File: src/design/ifsf_pkg.sv
// ----------------------------------------------------------------------------
// ifsf_pkg
// Shared types and constants for the fern point generator: field widths,
// map thresholds, register indexes, reset values and the command and status
// structs that join the controller and the datapath.
// ----------------------------------------------------------------------------
package ifsf_pkg;

    localparam int FRAC_BITS_DEF = 15;

    localparam int RAND_W     = 31;
    localparam int DATA_W     = 32;
    localparam int COEF_W     = 17;
    localparam int OFF_W      = 18;
    localparam int SCALE_W    = 21;
    localparam int CFG_DATA_W = 21;
    localparam int CFG_IDX_W  = 3;

    localparam logic [RAND_W-1:0] STEM_LIMIT = 31'd21474835;
    localparam logic [RAND_W-1:0] MAIN_LIMIT = 31'd1846835936;
    localparam logic [RAND_W-1:0] LEFT_LIMIT = 31'd1997159792;

    localparam logic signed [COEF_W-1:0] XX_RESET    = 17'sd26869;
    localparam logic signed [COEF_W-1:0] XY_RESET    = 17'sd2621;
    localparam logic signed [COEF_W-1:0] YX_RESET    = -17'sd2621;
    localparam logic signed [OFF_W-1:0]  OFF_RESET   = 18'sd52428;
    localparam logic [SCALE_W-1:0]       SCALE_RESET = 21'd983040;

    typedef enum logic [CFG_IDX_W-1:0] {
        CFG_MAIN_XX     = 3'd0,
        CFG_MAIN_XY     = 3'd1,
        CFG_MAIN_YX     = 3'd2,
        CFG_MAIN_OFFSET = 3'd3,
        CFG_SCREEN      = 3'd4
    } t_cfg_idx;

    typedef enum logic [1:0] {
        MAP_STEM  = 2'd0,
        MAP_MAIN  = 2'd1,
        MAP_LEFT  = 2'd2,
        MAP_RIGHT = 2'd3
    } t_map;

    typedef enum logic [1:0] {
        MUL_MAP   = 2'd0,
        MUL_LEFT  = 2'd1,
        MUL_RIGHT = 2'd2,
        MUL_SCALE = 2'd3
    } t_mul_op;

    typedef struct packed {
        logic    load_sel;
        logic    mul_en;
        t_mul_op mul_op;
        logic    upd_point;
        logic    upd_left;
        logic    upd_right;
        logic    load_out;
    } t_ctrl_cmd;

    typedef struct packed {
        logic out_free;
    } t_dp_status;

endpackage

File: src/design/ifsf_ctrl.sv
// ----------------------------------------------------------------------------
// ifsf_ctrl
// Sequencer of the fern point generator. Steps one beat through map
// products, new point, leaf products, leaf sums, scaling and output load.
// ----------------------------------------------------------------------------
module ifsf_ctrl import ifsf_pkg::*; (
    input  logic       i_clk,
    input  logic       i_rst_n,
    input  logic       i_in_valid,
    input  t_dp_status i_status,
    output logic       o_in_ready,
    output t_ctrl_cmd  o_cmd
);

    typedef enum logic [7:0] {
        S_IDLE  = 8'b0000_0001,
        S_MAP   = 8'b0000_0010,
        S_NEW   = 8'b0000_0100,
        S_LEFT  = 8'b0000_1000,
        S_RIGHT = 8'b0001_0000,
        S_SUM_R = 8'b0010_0000,
        S_SCALE = 8'b0100_0000,
        S_DONE  = 8'b1000_0000
    } t_state;

    t_state r_state;
    t_state n_state;

    always_ff @(posedge i_clk) begin
        if (!i_rst_n) begin
            r_state <= S_IDLE;
        end else begin
            r_state <= n_state;
        end
    end

    always_comb begin
        n_state    = r_state;
        o_in_ready = 1'b0;
        o_cmd      = '0;
        o_cmd.mul_op = MUL_MAP;
        unique case (r_state)
            S_IDLE: begin
                o_in_ready = 1'b1;
                if (i_in_valid) begin
                    o_cmd.load_sel = 1'b1;
                    n_state        = S_MAP;
                end
            end
            S_MAP: begin
                o_cmd.mul_en = 1'b1;
                o_cmd.mul_op = MUL_MAP;
                n_state      = S_NEW;
            end
            S_NEW: begin
                o_cmd.upd_point = 1'b1;
                n_state         = S_LEFT;
            end
            S_LEFT: begin
                o_cmd.mul_en = 1'b1;
                o_cmd.mul_op = MUL_LEFT;
                n_state      = S_RIGHT;
            end
            S_RIGHT: begin
                o_cmd.mul_en   = 1'b1;
                o_cmd.mul_op   = MUL_RIGHT;
                o_cmd.upd_left = 1'b1;
                n_state        = S_SUM_R;
            end
            S_SUM_R: begin
                o_cmd.upd_right = 1'b1;
                n_state         = S_SCALE;
            end
            S_SCALE: begin
                o_cmd.mul_en = 1'b1;
                o_cmd.mul_op = MUL_SCALE;
                n_state      = S_DONE;
            end
            S_DONE: begin
                if (i_status.out_free) begin
                    o_cmd.load_out = 1'b1;
                    n_state        = S_IDLE;
                end
            end
            default: begin
                n_state = S_IDLE;
            end
        endcase
    end

endmodule

File: config.mk
export PLATFORM = sky130hd
export DESIGN_NAME = ifsf_ctrl
export DESIGN_NICKNAME = d
export VERILOG_FILES = /design/src/design/ifsf_pkg.sv /design/src/design/ifsf_ctrl.sv
export SDC_FILE = /design/constraint.sdc
export NUM_CORES = 1
export LEC_CHECK = 0
export ABC_CLOCK_PERIOD_IN_PS = 2100
export BUFFER_PORTS_ARGS = -buffer_cell sky130_fd_sc_hd__buf_2
export CORE_MARGIN = 10
export CORE_UTILIZATION = 25
export DETAILED_ROUTE_END_ITERATION = 6
export HOLD_SLACK_MARGIN = 0.15
export PLACE_DENSITY = 0.47
export SLEW_MARGIN = 30
export SYNTH_ARGS = -nofsm -noshare
export SYNTH_HDL_FRONTEND = slang
export SYNTH_SLANG_ARGS = --single-unit
File: constraint.sdc
create_clock -name i_clk -period 2.1 [get_ports i_clk]
set_input_delay 0.42 -clock i_clk [delete_from_list [all_inputs] [get_ports i_clk]]
set_output_delay 0.42 -clock i_clk [all_outputs]
set_load 0.1 [all_outputs]
==> reports/results.ini, run 1 <==
[status]
status = finished, violations left
violated_checks = negative setup slack

[synthesis]
post_synth_instance_area_um2 = 484
netlist_instances = 59
synth-edff-count = 0
synth_top_flop_cell = sky130_fd_sc_hd__dfxtp_1
async_flop_share = 0
yosysWarnings = 0
synth_largest_area_cell = sky130_fd_sc_hd__dfxtp_1
synth.top_cell.area_share = 0.331
synth.lib_cells_used.distinct = 26
synthTopCellsByArea = sky130_fd_sc_hd__dfxtp_1, sky130_fd_sc_hd__nor4_1, sky130_fd_sc_hd__xor2_1
synth-seq-cells = 8
synth.most_common_cell = sky130_fd_sc_hd__dfxtp_1
mappedNetlistNets = 63
post_syn_area_per_cell_um2 = 8.21
yosys-top-cells-count = sky130_fd_sc_hd__dfxtp_1, sky130_fd_sc_hd__nor2_1, sky130_fd_sc_hd__nor4_1
synth_sequential_area_ratio = 0.331

[worst_setup_path]
crit_type = flip-flop to primary output
crit_path_max_incr_delay_ns = 0.59
crit_chain = or4_4 -> nor2_4 -> and3_4 -> buf_12
critPathSlowestCell = sky130_fd_sc_hd__or4_4
worstSetupStartpointType = flip-flop
number_of_buffer_and_inverter_instances_along_the_worst_setup_path = 1
path_max_fanout = 5
critical_path.top_delay_family = simple AND/OR/NAND/NOR gates
cp.required_ns = 1.68
worst_ep_arrival_time_ns = 1.70
crit_path_end_kind = primary output

[layout]
drive_gt1_frac = 0.520
layout_top_registers = r_state: 8 flops
diodes = 0
layout-area-overhead-vs-synth_pct = 70.3
max_ffs_per_register = 8
nets = 81
max_flop_register = r_state

[sta]
finalWorstPathRequiredPeriod_ns = 2.12
worst-slew-pin-transition_ns = 0.401
final-hold-violation-count = 0
slew_headroom = 0.732
timing.final.max_slew_violations = 0
timing.final.ws_setup_ns = -0.0201
post-route-period-util = 1.01
grt_setup_unrepaired = true
maxClockFrequency_ghz = 0.472
report.final.setup_viol = 3
fin_skew_ns = 0.00152

[routing]
detailed_route_iter0_violations = 9
route.detailed.wl_per_inst_um = 14.4
drt-total-wl_um = 1440
drc_errors_left = 0
firstDrtPassIters = 4
drtAntennaViolNets = 0
route.detailed.vias_per_inst = 4.94
num_vias = 494

[global_routing]
grt_first_pass_wirelength_um = 2300
groute.usage.overall = 0.0682
grt_max_degree = 11
grt.overflow.total = 0
number_of_global_route_vias_before_repair = 489
grt_antenna_before_repair = 0

[clock_network]
worst_skew_pair.late_latency_ns = 0.25
ctsLongestPathBuffers = 2
cts_sinks = 8
cts_htree_levels = 1
cts_made_buffers = 3
cts_root_buffer = sky130_fd_sc_hd__clkbuf_4
cts_hold_buf = 0
tritoncts = done
cts.clk_slew.worst_paths_ns = 0.05

[worst_hold_path]
min-delay-path-class = input pin to flip-flop

[power_and_ir_drop]
static-leakage-power_nw = 0.350
p_per_area_mw_per_mm2 = 706
power.ir.vdd_worst_v = 0.000575
p_total_mw = 0.582

[die]
floorplan.core_area_mm2 = 0.00178
die-area_mm2 = 0.00410
floorplan.die.height_um = 64.0
io-pin-count = 13
floorplan.rows = 15
initial_core_util = 0.272
fp.dieW_um = 64.0

[place]
preCtsSetupSlack_ns = 0.192
place.gp.congestion = 0.795
number_of_port_buffers = 12
detailed_place_hpwl_um = 1050

[flow_run]
cap_violations = 0

==> path summary, 6_finish.rpt <==
path / startpoint / endpoint / slack (ns) / cells after the start
max reg2reg: r_state[1]$_SDFFE_PN0P_ / r_state[0]$_SDFFE_PN1P_ / 0.47 / 4
min: i_in_valid / r_state[1]$_SDFFE_PN0P_ / 0.47 / 2
min reg2reg: r_state[3]$_SDFFE_PN0P_ / r_state[2]$_SDFFE_PN0P_ / 0.51 / 1
max: r_state[1]$_SDFFE_PN0P_ / o_cmd[3] / -0.02 / 4
==> layer usage <==
layer  vias up  wire length (µm)  track usage  share of wire
met1       232               681       0.0824           0.47
met2        13               645        0.102           0.45
met3         0               109       0.0436          0.076
met5         -                 0            0              0
li1        249                 -            -              -
met4         0                 0      0.00820              0
==> cell families after synthesis <==
family          Yosys count  synth area share
compound gates            6             0.109
xor+xnor                  3            0.0543
buf+inv                   9            0.0801
flops                     8             0.331
simple gates             33             0.426
==> final cells by class <==
class	count	area [µm²]
clock buffer	3	22.5
fill	171	958
sequential	8	166
tap	25	31.3
multi-input combinational	42	349
inverter	4	15.0
timing repair buffer	18	240
==> power breakdown <==
part / internal (mW) / total (mW) / switching [mW]
clock network: 0.0653 / 0.116 / 0.0509
logic: 0.121 / 0.291 / 0.170
registers: 0.162 / 0.175 / 0.0133
==> per-stage QoR <==
stage | TNS [ns] | cell area, µm² | cells | hold slack (ns) | util
3_3_place_gp | 0 | 747 | 95 | 0.499 | 0.419
5_1_grt | -0.228 | 825 | 100 | 0.476 | 0.462
2_1_floorplan | -0.711 | 531 | 59 | 0.470 | -
6_report | -0.0587 | 825 | 100 | 0.466 | 0.462
3_5_place_dp | 0 | 747 | 95 | 0.497 | 0.419
4_1_cts | -0.00460 | 806 | 99 | 0.463 | 0.452
==> timing repair <==
action,CTS,global route
buffers inserted,1,1
gates resized for setup,8,3
endpoints found under the setup margin,7,5
pin swaps,1,2
==> cell usage in the layout (no fill, tap or decap), types with 2 or more instances in the layout <==
master / count
sky130_fd_sc_hd__buf_12: 9
sky130_fd_sc_hd__buf_4: 6
sky130_fd_sc_hd__nor2_1: 5
sky130_fd_sc_hd__dfxtp_2: 5
sky130_fd_sc_hd__inv_1: 4
sky130_fd_sc_hd__nor4_2: 3
sky130_fd_sc_hd__xor2_1: 3
sky130_fd_sc_hd__nand3_1: 3
sky130_fd_sc_hd__nand2_1: 3
sky130_fd_sc_hd__nor3b_1: 3
sky130_fd_sc_hd__clkbuf_4: 3
sky130_fd_sc_hd__buf_2: 3
sky130_fd_sc_hd__dfxtp_1: 3
sky130_fd_sc_hd__and3_4: 2
sky130_fd_sc_hd__and3_1: 2
sky130_fd_sc_hd__and4_1: 2
Note: power is estimated with default switching activity, not from simulation.
==> run 2, diff against run 1 <==
--- a/config.mk
+++ b/config.mk
@@ -7,2 +7,3 @@
 export LEC_CHECK = 0
+export ABC_AREA = 1
 export ABC_CLOCK_PERIOD_IN_PS = 2100
@@ -12,3 +13,3 @@
 export DETAILED_ROUTE_END_ITERATION = 6
-export HOLD_SLACK_MARGIN = 0.15
+export HOLD_SLACK_MARGIN = 0.02
 export PLACE_DENSITY = 0.47
==> constraint.sdc (replaced) <==
create_clock -name i_clk -period 2.1 [get_ports i_clk]
set_input_delay 0.21 -clock i_clk [delete_from_list [all_inputs] [get_ports i_clk]]
set_output_delay 0.21 -clock i_clk [all_outputs]
set_load 0.1 [all_outputs]
==> run 2 against run 1 <==
Against the previous run: final cell count grew 16%; first-iteration DRC count is the same; critical path type unchanged; die area shrank 0.53%; clock skew grew 0.0055 ns; synthesized area shrank 0.78%; the flow now finishes without violations; largest power group is now registers; non-clock buffer count shrank 6; wire length shrank 21%.
==> reports/results.ini, run 2 <==
[sta]
report.final.setup_viol = 0
worst-slew-pin-transition_ns = 0.492
fin_skew_ns = 0.00703
maxClockFrequency_ghz = 0.552
slew_headroom = 0.674
timing.final.max_slew_violations = 0
finalSetupTns_ns = 0
final-hold-violation-count = 0
timing.final.ws_setup_ns = 0.289
finalWorstPathRequiredPeriod_ns = 1.81
post-route-period-util = 0.863
grt_setup_unrepaired = false

[worst_setup_path]
cp.required_ns = 1.89
crit_path_end_kind = primary output
critPathSlowestCell = sky130_fd_sc_hd__buf_2
path_max_fanout = 5
crit-reg2reg-capture = r_state[0]$_SDFFE_PN1P_
setup.reg_to_reg.worst_slack_ns = 0.98
worstSetupStartpointType = flip-flop
worst_r2r_path_depth = 8
worst_r2r_startpoint = r_state[3]$_SDFFE_PN0P_
worst_ep_arrival_time_ns = 1.60
crit_path_max_incr_delay_ns = 0.41
crit_chain = inv_1 -> nand2_2 -> nor2_4 -> nand3_2 -> nand2_2 -> nor2_2 -> inv_1 -> buf_2
crit_type = flip-flop to primary output

[synthesis]
synth_top_flop_cell = sky130_fd_sc_hd__dfxtp_1
post_syn_area_per_cell_um2 = 6.24
synth.most_common_cell = sky130_fd_sc_hd__nor2_1
synthTopCellsByArea = sky130_fd_sc_hd__dfxtp_1, sky130_fd_sc_hd__nor2_1, sky130_fd_sc_hd__inv_1
synth.top_cell.area_share = 0.333
synth.lib_cells_used.distinct = 14
async_flop_share = 0
synth-seq-cells = 8
yosysWarnings = 0
post_synth_instance_area_um2 = 480
yosys-top-cells-count = sky130_fd_sc_hd__nor2_1, sky130_fd_sc_hd__inv_1, sky130_fd_sc_hd__nand2_1
synth-edff-count = 0
synth_largest_area_cell = sky130_fd_sc_hd__dfxtp_1
mappedNetlistNets = 81
synth_sequential_area_ratio = 0.333
netlist_instances = 77

[layout]
diodes = 0
max_ffs_per_register = 8
max_flop_register = r_state
final_cell_mix = sky130_fd_sc_hd__nor2_1, sky130_fd_sc_hd__inv_1, sky130_fd_sc_hd__nand2_1
drive_gt1_frac = 0.341
nets = 97
layout-area-overhead-vs-synth_pct = 22.7
layout_top_registers = r_state: 8 flops
post-route-cell-area_um2 = 589

[clock_network]
cts.clk_slew.worst_paths_ns = 0.06
worst_skew_pair.late_latency_ns = 0.26
cts_made_buffers = 3
cts_htree_levels = 1
cts_hold_buf = 0
tritoncts = done
cts_root_buffer = sky130_fd_sc_hd__clkbuf_4
post_cts_resize_count = 0
cts_sinks = 8
cts_setup_buffers = 0
ctsLongestPathBuffers = 2

[power_and_ir_drop]
static-leakage-power_nw = 0.358
p_per_area_mw_per_mm2 = 663
p_total_mw = 0.391
power.ir.vdd_worst_v = 0.000246

[die]
floorplan.die.height_um = 63.8
floorplan.core_area_mm2 = 0.00178
io-pin-count = 13
floorplan.rows = 15
die-area_mm2 = 0.00408
initial_core_util = 0.269
fp.dieW_um = 63.8

[routing]
drtAntennaViolNets = 0
route.detailed.wl_per_inst_um = 9.81
detailed_route_iter0_violations = 9
firstDrtPassIters = 4
drt-total-wl_um = 1140
route.detailed.vias_per_inst = 3.94
num_vias = 457
drc_errors_left = 0

[global_routing]
number_of_global_route_vias_before_repair = 468
groute.usage.overall = 0.0608
grt_first_pass_wirelength_um = 1930
grt.overflow.total = 0
grt_max_degree = 8
grt_antenna_before_repair = 0

[flow_run]
cap_violations = 0

[place]
detailed_place_hpwl_um = 949
dpl_cell_area_um2 = 567
place.gp.congestion = 0.709
number_of_port_buffers = 12
preCtsSetupSlack_ns = 0.568

[worst_hold_path]
min_path_cells = 3
worstHoldEndpoint = r_state[3]$_SDFFE_PN0P_
min_delay_src = i_rst_n
min-delay-path-class = input pin to flip-flop

[status]
status = finished, final reports clean

run 2: cell count changes after synthesis, sizes merged, moves of 2 or more:
cell    delta
and4       -2
clkbuf     -3
nand2     +14
inv       +15
nor2      +14
nor3b      -3
and3       -4
nand3      +4
xor2       -3
nor4       -5
run 2: worst max-delay path by stage:
stage	startpoint	to	slack, ns
6_report	r_state[3]$_SDFFE_PN0P_	o_cmd[6]	0.29
5_1_grt	r_state[3]$_SDFFE_PN0P_	o_cmd[6]	0.15
4_1_cts	r_state[3]$_SDFFE_PN0P_	o_cmd[6]	0.27
3_5_place_dp	r_state[6]$_SDFFE_PN0P_	o_cmd[6]	0.57
3_3_place_gp	r_state[3]$_SDFFE_PN0P_	o_cmd[6]	0.56
2_1_floorplan	r_state[1]$_SDFFE_PN0P_	o_cmd[0]	0.01
run 2: per-stage QoR:
step | utilization | cells | hold slack, ns
floorplan | - | 77 | 0.353
global placement | 0.318 | 113 | 0.466
detailed placement | 0.318 | 113 | 0.475
CTS | 0.331 | 116 | 0.195
global route | 0.331 | 116 | 0.214
finish | 0.331 | 116 | 0.205
run 2: final cells by class:
type | count | area, µm²
fill | 217 | 1190
multi-input combinational | 49 | 244
sequential | 8 | 160
inverter | 19 | 71.3
timing repair buffer | 12 | 60.1
tap | 25 | 31.3
clock buffer | 3 | 22.5
run 2: power by group:
group | internal (mW) | switching [mW]
combinational | 0.0232 | 0.0864
clock | 0.0656 | 0.0549
sequential | 0.157 | 0.00423
run 2: worst max-delay path, delay by kind of cell (launching register included):
kind	cells	cell delay [ns]
buffers and inverters	3	0.53
flip-flops	1	0.31
AND/OR/NAND/NOR	5	0.48
run 2: routing by layer:
| metal | wire [µm] | vias to the layer above | track usage | share of wire |
|---|---|---|---|---|
| li1 | - | 258 | - | - |
| met1 | 532 | 180 | 0.0666 | 0.47 |
| met2 | 440 | 14 | 0.0808 | 0.39 |
| met3 | 112 | 5 | 0.0279 | 0.098 |
| met4 | 53 | 0 | 0.0656 | 0.047 |
| met5 | 0 | - | 0 | 0 |
run 2: cell families (layout without fill, tap and decap cells):
kind of cell / count (synthesis) / in the layout / share of synthesized area
AND/OR/NAND/NOR: 47 / 47 / 0.482
buffers and inverters: 20 / 34 / 0.164
AO/OA/AOI/OAI: 2 / 2 / 0.0208
flip-flops: 8 / 8 / 0.333
==> run 3, diff against run 2 <==
- PLACE_DENSITY: 0.47 -> not set
- PLACE_DENSITY_LB_ADDON: not set -> 0.15
==> run 3 against run 2 <==
Against the previous run: sequential cell count did not move; setup slack worse by 0.0028 ns; combinational power about the same; count of clock-buffer cells in the layout unchanged; critical path depth is the same; fmax shrank 0.16%; worst hold slack worse by 0.0011 ns.
==> reports/results.ini, run 3 (synthesized netlist as in run 2, its figures left out) <==
[status]
status = finished, final reports clean

[sta]
fin_skew_ns = 0.00252
grt_setup_unrepaired = false
final-hold-violation-count = 0
finalSetupTns_ns = 0
finalWorstPathRequiredPeriod_ns = 1.81
timing.final.ws_setup_ns = 0.286
post-route-period-util = 0.864
slew_headroom = 0.676
worst-slew-pin-transition_ns = 0.490
timing.final.max_slew_violations = 0
maxClockFrequency_ghz = 0.551
report.final.setup_viol = 0

[place]
place.gp.congestion = 0.705
detailed_place_hpwl_um = 892
number_of_port_buffers = 12
placedCellCount = 113
preCtsSetupSlack_ns = 0.564

[layout]
diodes = 0
layout_top_registers = r_state: 8 flops
drive_gt1_frac = 0.341
final_non_filler_cell_total = 116
max_flop_register = r_state
num-fill-cells = 196
max_ffs_per_register = 8
final_cell_mix = sky130_fd_sc_hd__nor2_1, sky130_fd_sc_hd__inv_1, sky130_fd_sc_hd__nand2_1
final_core_utilization = 0.331
nets = 97
layout-area-overhead-vs-synth_pct = 22.7

[power_and_ir_drop]
static-leakage-power_nw = 0.358
p_per_area_mw_per_mm2 = 665
power.ir.vdd_worst_v = 0.000280

[routing]
num_vias = 452
drc_errors_left = 0
detailed_route_iter0_violations = 13
route.detailed.wl_per_inst_um = 9.14
drtAntennaViolNets = 0
drt-total-wl_um = 1060
route.detailed.vias_per_inst = 3.90
firstDrtPassIters = 4

[clock_network]
ctsLongestPathBuffers = 2
cts_root_buffer = sky130_fd_sc_hd__clkbuf_4
tritoncts = done
cts.clk_slew.worst_paths_ns = 0.06
cts_made_buffers = 3
cts_htree_levels = 1
cts_setup_buffers = 0
cts_sinks = 8
post_cts_resize_count = 0
worst_skew_pair.late_latency_ns = 0.26
cts_hold_buf = 0

[die]
floorplan.die.height_um = 63.8
io-pin-count = 13
fp.dieW_um = 63.8
floorplan.rows = 15
floorplan.core_area_mm2 = 0.00178
die-area_mm2 = 0.00408
initial_core_util = 0.269

[worst_setup_path]
worstSetupStartpointType = flip-flop
crit_type = flip-flop to primary output
critical_path.top_delay_family = buffers and inverters
crit_path_end_kind = primary output
number_of_buffer_and_inverter_instances_along_the_worst_setup_path = 3
worst_r2r_startpoint = r_state[3]$_SDFFE_PN0P_
timing.critical_path.from = r_state[3]$_SDFFE_PN0P_
crit_chain = inv_1 -> nand2_2 -> nor2_4 -> nand3_2 -> nand2_1 -> nor2_2 -> inv_1 -> buf_2
critical-path-top-cell-by-count = sky130_fd_sc_hd__inv_1
setup.reg_to_reg.worst_slack_ns = 0.97
path_max_fanout = 5
worst_ep_arrival_time_ns = 1.60
critPathSlowestCell = sky130_fd_sc_hd__buf_2
cp.required_ns = 1.89
crit_path_max_incr_delay_ns = 0.41

[global_routing]
grt.overflow.total = 0
groute.usage.overall = 0.0534
number_of_global_route_vias_before_repair = 418
grt_first_pass_wirelength_um = 1700
grt_antenna_before_repair = 0
grt_max_degree = 8

[worst_hold_path]
min_delay_src = i_rst_n
min-delay-path-class = input pin to flip-flop

[flow_run]
cap_violations = 0

## run 3: cell counts in the layout (fill, tap and decap cells not counted)
Identical to the previous run, type by type.
## run 3: final timing paths
path                        endpoint  cells past startpoint
min reg2reg  r_state[4]$_SDFFE_PN0P_                      3
max                         o_cmd[6]                      8
max reg2reg  r_state[0]$_SDFFE_PN1P_                      8
min          r_state[3]$_SDFFE_PN0P_                      3
## run 3: metal layers
layer | share of wire | up-vias | track usage | wire length (µm)
li1 | - | 256 | - | -
met1 | 0.51 | 178 | 0.0626 | 544
met2 | 0.35 | 14 | 0.0659 | 370
met3 | 0.11 | 4 | 0.0348 | 112
met4 | 0.030 | 0 | 0.0410 | 32
met5 | 0 | - | 0 | 0
## run 3: worst reg2reg max path, cell delays in order, from the launching register on
cell                      delay [ns]
sky130_fd_sc_hd__dfxtp_1        0.31
sky130_fd_sc_hd__inv_1          0.08
sky130_fd_sc_hd__nand2_2        0.09
sky130_fd_sc_hd__nor2_4         0.15
sky130_fd_sc_hd__nand3_1        0.16
sky130_fd_sc_hd__nand2_1        0.09
sky130_fd_sc_hd__nor2_1         0.05
sky130_fd_sc_hd__nand2_1        0.05
sky130_fd_sc_hd__nand2_1        0.04
## run 3: layout make-up
type,instances,area (µm²),share of cell area
tap,25,31.3,0.0531
sequential,8,160,0.272
inverter,19,71.3,0.121
timing repair buffer,12,60.1,0.102
multi-input combinational,49,244,0.414
clock buffer,3,22.5,0.0382
## run 3: power by group
group | leakage (nW) | internal, mW | switching [mW]
Sequential | 0.0649 | 0.157 | 0.00406
Combinational | 0.279 | 0.0232 | 0.0866
Clock | 0.0138 | 0.0656 | 0.0558
## run 3: through the flow
stage	hold slack, ns	area, µm²	power, mW
after floorplan	0.353	483	0.257
after global placement	0.480	567	0.276
after detailed placement	0.474	567	0.275
after CTS	0.210	589	0.395
after global routing	0.227	589	0.412
final	0.203	589	0.392
